<file path="src/design/bsq_addr_unit.sv">
// Shared address unit: base plus offset, wrapped into the ring of DEPTH slots.
// No dependencies.
`default_nettype none

module bsq_addr_unit #(
    parameter int DEPTH = 1024
) (
    input  wire logic [$clog2(DEPTH)-1:0] base,
    input  wire logic [$clog2(DEPTH)-1:0] offset,
    output logic      [$clog2(DEPTH)-1:0] addr
);

    localparam int AW = $clog2(DEPTH);
    localparam logic [AW:0] RING = (AW+1)'(DEPTH);

    logic [AW:0] sum;

    // one add and one compare-subtract; both operands are below DEPTH
    always_comb
    begin
        sum = {1'b0, base} + {1'b0, offset};
        if (sum >= RING)
        begin
            addr = AW'(sum - RING);
        end
        else
        begin
            addr = sum[AW-1:0];
        end
    end

endmodule

`default_nettype wire

</file>
<file path="config.mk">
export PLATFORM = sky130hd
export DESIGN_NAME = bsq_addr_unit
export DESIGN_NICKNAME = d
export VERILOG_FILES = /design/src/design/bsq_addr_unit.sv
export SDC_FILE = /design/constraint.sdc
export NUM_CORES = 1
export LEC_CHECK = 0
export BUFFER_PORTS_ARGS = -buffer_cell sky130_fd_sc_hd__buf_2
export CAP_MARGIN = 30
export CORE_AREA = 2 2 39 41
export DETAILED_ROUTE_END_ITERATION = 7
export DIE_AREA = 0 0 41 43
export GPL_TIMING_DRIVEN = 1
export SYNTH_ARGS = -nofsm -noshare
export SYNTH_HDL_FRONTEND = slang
export SYNTH_SLANG_ARGS = --single-unit
</file>
<file path="constraint.sdc">
create_clock -name vclk -period 2.6
set_input_delay 0.78 -clock vclk [all_inputs]
set_output_delay 0.78 -clock vclk [all_outputs]
set_load 0.05 [all_outputs]
</file>
==> reports/metrics.yaml, run 1 <==
critical_path:
  cp.arrival_ns: 2.19
  cp_data_required_time_ns: 1.82
  critPathLaunch: "base[5]"
  path_max_fanout: 2
  worstSetupPathType: "in -> out"
  slowest_stage: "a221oi_4"
  endpoint_kind: "output pin"
  cp_slowest_stage_delay_ns: 0.38
  cp_cell_sequence: "buf_6, ha_4, a21o_1, a21o_1, a221oi_4, xnor2_4, buf_6"
  startpoint_type: "input pin"
finish:
  fin_nets: 132
  n_clock_buffer: 0
  area.sequential_um2: 0
  fin_area_um2: 1150
  drive_gt1_share_pct: 81.00
  final_core_util_pct: 83.09
  diodes: 0
  design.seq.count: 0
  finalNonFillerCells: 116
  area_delta_synth_final_pct: 198.4
die:
  core-area_um2: 1384
  start_util_pct: 27.85
  dieArea_um2: 1763
  dieWidth_um: 41
  die-height_um: 43
  fp-row-count: 14
  io_pins: 30
synthesis:
  avgSynthCellArea_um2: 7.556
  netlist_area_um2: 385.4
  synth.top_cell.area_share_pct: 29.22
  synth_top_cell_by_area: "ha_1"
  yosysWarnings: 0
  yosysSeqAreaShare_pct: 0
  ys_types: 17
  yosys-top-cells-area: "ha_1, xnor2_1, nand3_1"
  syn_nets: 81
  yosysMostFrequentCell: "ha_1"
  netlist_instances: 51
  synthTopCellsByCount: "ha_1, xnor2_1, inv_1, nand3_1"
drt:
  drt-total-wl_um: 1533
  viasPerCell: 4.897
  num_vias: 568
  antenna_left: 0
  wire_per_inst_um: 13.22
  drc: 0
  drtIter0Drc: 0
  drt_pass1_iterations: 1
global_routing:
  grt_pass1_wl_um: 2311
  use_met3_pct: 1.571
  grt_busiest_layer: "met2"
  grt_max_degree: 7
  grt.overflow.total: 0
  first_global_vias: 590
  use_met2_pct: 35.94
  grt_usage_pct: 18.05
  gr-usage-met1_pct: 17.95
  antenna_found_initial: 0
power_and_ir_drop:
  ir_worst_vdd_mv: 0.2736
  p_per_area_nw_per_um2: 398.7
  p_switching_uw: 242.8
  fin_total_pwr_uw: 458.5
  swShare_pct: 52.96
  pwr-share-comb_pct: 100.0
  internal_power_uw: 215.7
  clkPwrFrac_pct: 0
  p_leak_nw: 0.5133
  seq_power_share_pct: 0
sta:
  timing.slew.headroom_pct: 75.58
  finalCriticalPeriod_ns: 2.973
  hold_ws_ns: 1.982
  setup_slack_ns: -0.3725
  setup_tns_ns: -1.649
  tightestPinTransition_ns: 0.3650
  setup_viol: 7
  rsz0062_at_grt: "yes"
  hold_viol: 0
  fmax_mhz: 336.4
  slew_viol_final: 0
  fin_crit_sh_pct: 114.3
place:
  place.gp.congestion: 0.7177
  post-place-ws_ns: -0.4951
  dp.cells: 111
  placed_cell_area_um2: 894.6
  post-dp-hpwl_um: 1050
  placement.io_buffers: 30
min_path:
  hold_path.class: "in -> out"
  min-delay-start: "offset[0]"
run:
  drv_cap: 0
run_status:
  status: "finished with violations"
  violations: "negative setup slack"
[worst paths after layout]
| path | end | cells after the start |
|---|---|---|
| max | addr[8] | 7 |
| min | addr[0] | 3 |
[cell families after synthesis]
group                      count (synthesis)  synth area share [%]
AOI/OAI and AO/OA                         13                 23.70
xor gates and xnor gates                   9                 20.46
adders and majority gates                 10                 34.42
buffers and inverters                      6                 5.844
and+or+nand+nor                           13                 15.59
[critical path, delay by kind of cell]
kind	cells	cell delay [ns]
xor+xnor	1	0.15
buf+inv	2	0.27
fa+ha+maj	1	0.23
compound gates	3	0.75
[layout by cell type, fill, tap and decap left out, drive strengths merged, types with 4 or more instances in the layout]
cell type	netlist	final
nor2	4	4
inv	6	6
xnor2	7	7
nand3	5	5
a21oi	4	4
buf	0	48
ha	9	9
[routing by layer]
metal  vias up  wire length [um]
met5         -                 0
met4         0                31
met3         4                55
met2        17               952
met1       267               494
li1        280                 -
[final cells by class]
| class | instances | area, um^2 |
|---|---|---|
| fillers | 76 | 234.0 |
| repair buffers | 49 | 426.7 |
| inverters | 6 | 22.52 |
| well taps | 16 | 20.02 |
| multi-input cells | 45 | 680.7 |
[power by group through the flow]
stage	Combinational, mW	Sequential [mW]	Clock [mW]
final	0.459	0	0
after CTS	0.433	0	0
after floorplan	0.283	0	0
after detailed placement	0.365	0	0
after global routing	0.482	0	0
after global placement	0.362	0	0
[timing repair]
action                     in CTS  in global routing
setup endpoints to repair       9                  9
buffers inserted                1                  4
hold buffers                    0                  0
gates resized for setup        36                 13
pin swaps                      18                 14
No activity file was read; power rests on OpenSTA's default activity.
==> inputs of run 2 (changes only) <==
--- a/config.mk
+++ b/config.mk
@@ -11,6 +11,8 @@
 export DETAILED_ROUTE_END_ITERATION = 7
 export DIE_AREA = 0 0 41 43
 export GPL_TIMING_DRIVEN = 1
+export PLACE_DENSITY_LB_ADDON = 0.3
+export RECOVER_POWER = 50
 export SYNTH_ARGS = -nofsm -noshare
 export SYNTH_HDL_FRONTEND = slang
 export SYNTH_SLANG_ARGS = --single-unit
==> run 2 against run 1 <==
The flow still finishes with violations (negative setup slack). Fmax grew 0.11%. Via count grew 8.5%. Wire length grew 23%. Non-clock buffer count grew 4. Largest power group unchanged. Hold slack gained 0.059 ns.
==> reports/metrics.yaml, run 2 (synthesis results as in run 1) <==
finish:
  drive_gt1_share_pct: 79.81
  multi_input_area_um2: 693.2
  nFillCells: 64
  final_common_cell: "buf_6"
  fin_nets: 136
  area_delta_synth_final_pct: 211.7
  area.sequential_um2: 0
  n_clock_buffer: 0
  final_cell_mix: "buf_6, buf_4, buf_2, ha_4, xnor2_4"
  final_core_util_pct: 86.80
  finalNonFillerCells: 120
  design.seq.count: 0
  diodes: 0
min_path:
  hold_path.class: "in -> out"
drt:
  drtIter0Drc: 15
  antenna_left: 0
  viasPerCell: 5.133
  drt-total-wl_um: 1883
  drt_pass1_iterations: 4
  drc: 0
  wire_per_inst_um: 15.69
  num_vias: 616
power_and_ir_drop:
  ir_worst_vdd_mv: 0.2282
  fin_total_pwr_uw: 476.4
  clkPwrFrac_pct: 0
  p_leak_nw: 0.5334
  pwr-share-comb_pct: 100.0
  p_per_area_nw_per_um2: 396.6
  p_switching_uw: 251.2
  internal_power_uw: 225.2
  swShare_pct: 52.73
  seq_power_share_pct: 0
sta:
  finalCriticalPeriod_ns: 2.969
  hold_ws_ns: 2.041
  setup_viol: 8
  tightestPinTransition_ns: 0.5826
  timing.slew.headroom_pct: 61.33
  fin_crit_sh_pct: 114.2
  setup_slack_ns: -0.3694
  rsz0062_at_grt: "yes"
  slew_viol_final: 0
  fmax_mhz: 336.8
  hold_viol: 0
place:
  post-place-ws_ns: -0.5224
  post-dp-hpwl_um: 1105
  dp.cells: 109
  placement.io_buffers: 30
  place.gp.congestion: 0.7617
critical_path:
  path_max_fanout: 4
  cp_slowest_stage_delay_ns: 0.28
  cp_cell_sequence: "buf_6, ha_4, nand3_2, o211ai_1, buf_4, o221ai_4, xnor2_4, buf_6"
  cp_data_required_time_ns: 1.82
  endpoint_kind: "output pin"
  worstSetupPathType: "in -> out"
  startpoint_type: "input pin"
  slowest_stage: "ha_4"
  crit_top_cell: "buf_6"
  cp.arrival_ns: 2.19
run_status:
  violations: "negative setup slack"
  status: "finished with violations"
run:
  drv_cap: 0
global_routing:
  grt_max_degree: 6
  antenna_found_initial: 0
  first_global_vias: 642
  grt_usage_pct: 19.98
  grt.overflow.total: 0
  grt_pass1_wl_um: 2490
die:
  dieWidth_um: 41
  core-area_um2: 1384
  io_pins: 30
  fp-row-count: 14
  die-height_um: 43
  dieArea_um2: 1763
  start_util_pct: 27.85
clock_network:
  hold_buffers: 0
[run 2: final timing paths]
path	slack, ns	endpoint	start	depth (start not counted)
setup / recovery	-0.37	addr[9]	offset[3]	8
hold / removal	2.04	addr[9]	offset[9]	4
[run 2: layout make-up]
cell class | instances | share of cell area [%]
multi-input combinational | 45 | 57.71
inverter | 6 | 1.875
timing repair buffer | 53 | 38.75
tap | 16 | 1.667
[run 2: critical path, delay by kind of cell]
kind	cells	cell delay [ns]
buffers and inverters	3	0.49
xor gates and xnor gates	1	0.17
adders and majority gates	1	0.28
AOI/OAI and AO/OA	2	0.39
and+or+nand+nor	1	0.08
[run 2: per-stage QoR]
stage               area, um^2  setup TNS, ns
finish                    1201         -1.986
global route              1201         -2.233
CTS                       1169         -1.752
detailed placement       879.6         -3.071
global placement         879.6         -2.857
floorplan                619.3         -1.554
[run 2: repair_timing]
| action | 4_1_cts | 5_1_grt |
|---|---|---|
| resized for setup | 47 | 4 |
| pin swaps | 25 | 10 |
| endpoints found under the setup margin | 9 | 7 |
| cloned | 0 | 0 |
| setup buffers | 9 | 2 |
[run 2: routing by layer]
layer  up-vias  part of all wire (%)  GRT usage, %
met5         -                     0             0
met4         0                   5.2         6.667
met3        10                   5.7        0.5236
met2        35                    59         40.31
met1       282                    30         18.97
li1        289                     -             -
[run 2: power by group through the flow]
stage / Clock (mW) / Combinational, mW / Sequential, mW
global route: 0 / 0.496 / 0
global placement: 0 / 0.356 / 0
finish: 0 / 0.476 / 0
CTS: 0 / 0.460 / 0
floorplan: 0 / 0.283 / 0
detailed placement: 0 / 0.363 / 0
==> inputs of run 3 (changes only) <==
==> constraint.sdc (replaced) <==
create_clock -name vclk -period 2.6
set_input_delay 0.13 -clock vclk [all_inputs]
set_output_delay 0.13 -clock vclk [all_outputs]
set_load 0.05 [all_outputs]
==> run 3 against run 2 <==
Fmax rose by 62%. Cell count fell by 19%. Count of clock-buffer cells in the layout did not move. Critical endpoint is now addr[8]. The run now ends clean.
==> reports/metrics.yaml, run 3 (synthesis results as in run 1) <==
die:
  io_pins: 30
  dieArea_um2: 1763
  dieWidth_um: 41
  core-area_um2: 1384
  die-height_um: 43
  start_util_pct: 27.85
  fp-row-count: 14
drt:
  drc: 0
  viasPerCell: 4.794
  wire_per_inst_um: 8.433
  drt_pass1_iterations: 3
  drtIter0Drc: 5
  antenna_left: 0
  num_vias: 465
  drt-total-wl_um: 818
place:
  post-place-ws_ns: 0.7742
  dp.cells: 97
  place.gp.congestion: 0.7161
  post-dp-hpwl_um: 773.3
  placement.io_buffers: 30
run_status:
  status: "finished, final reports clean"
min_path:
  hold_path.class: "in -> out"
  hold_depth: 4
sta:
  setup_tns_ns: 0
  setup_slack_ns: 0.7661
  hold_viol: 0
  hold_ws_ns: 0.7207
  setup_viol: 0
  fmax_mhz: 545.3
  timing.slew.headroom_pct: 60.58
  slew_viol_final: 0
  finalCriticalPeriod_ns: 1.834
  rsz0062_at_grt: "no"
  fin_crit_sh_pct: 70.53
  tightestPinTransition_ns: 0.5939
finish:
  nFillCells: 165
  final_cell_mix: "buf_2, ha_1, xnor2_1, inv_1"
  fin_nets: 113
  area.sequential_um2: 0
  n_clock_buffer: 0
  diodes: 0
  finalNonFillerCells: 97
  area_delta_synth_final_pct: 42.53
  design.seq.count: 0
  final_common_cell: "buf_2"
  drive_gt1_share_pct: 32.10
critical_path:
  cp_data_required_time_ns: 2.47
  path_max_fanout: 5
  startpoint_type: "input pin"
  endpoint_kind: "output pin"
  worstSetupPathType: "in -> out"
  cp.arrival_ns: 1.70
power_and_ir_drop:
  p_per_area_nw_per_um2: 446.3
  p_leak_nw: 0.2902
  ir_worst_vdd_mv: 0.1445
global_routing:
  grt_max_degree: 7
  first_global_vias: 406
  grt_pass1_wl_um: 1393
  grt_usage_pct: 10.40
  grt.overflow.total: 0
  antenna_found_initial: 0
clock_network:
  post_cts_buffers: 0
  hold_buffers: 0
  cts-resized-gates: 0
run:
  drv_cap: 0
-- run 3: layer usage --
metal	up-vias	track usage, %	share of wire [%]	wire [um]
met5	-	0	0	0
met4	0	0	0	0
met3	0	0	7.8	64
met2	16	20.94	55	447
met1	204	11.75	37	306
li1	245	-	-	-
-- run 3: area by class of cell --
type	count	area [um^2]	share of cell area (%)
repair buffers	30	143.9	26.20
multi-input cells	45	362.8	66.06
inverters	6	22.52	4.100
well taps	16	20.02	3.645
-- run 3: where the power goes --
part           leakage, nW  total [mW]  internal [mW]  switching, mW
registers                0           0              0              0
logic                0.290       0.245         0.0715          0.174
clock network            0           0              0              0
total                0.290       0.245         0.0715          0.174
-- run 3: per-stage QoR --
step	area (um^2)	total power [mW]	util (%)
floorplan	385.4	0.1967	-
global placement	555.5	0.2501	40.14
detailed placement	555.5	0.2509	40.14
CTS	555.5	0.2517	40.14
global route	549.3	0.2652	39.69
finish	549.3	0.2451	39.69
-- run 3: path summary, 6_finish.rpt --
check,slack [ns],startpoint,end
max,0.77,offset[5],addr[8]
min,0.72,offset[9],addr[9]
-- run 3: critical path: stages --
cell and delay [ns]:
buf_2 0.10, ha_1 0.36, a21o_1 0.21, a21o_1 0.20
a221oi_2 0.29, xnor2_1 0.14, buf_2 0.27
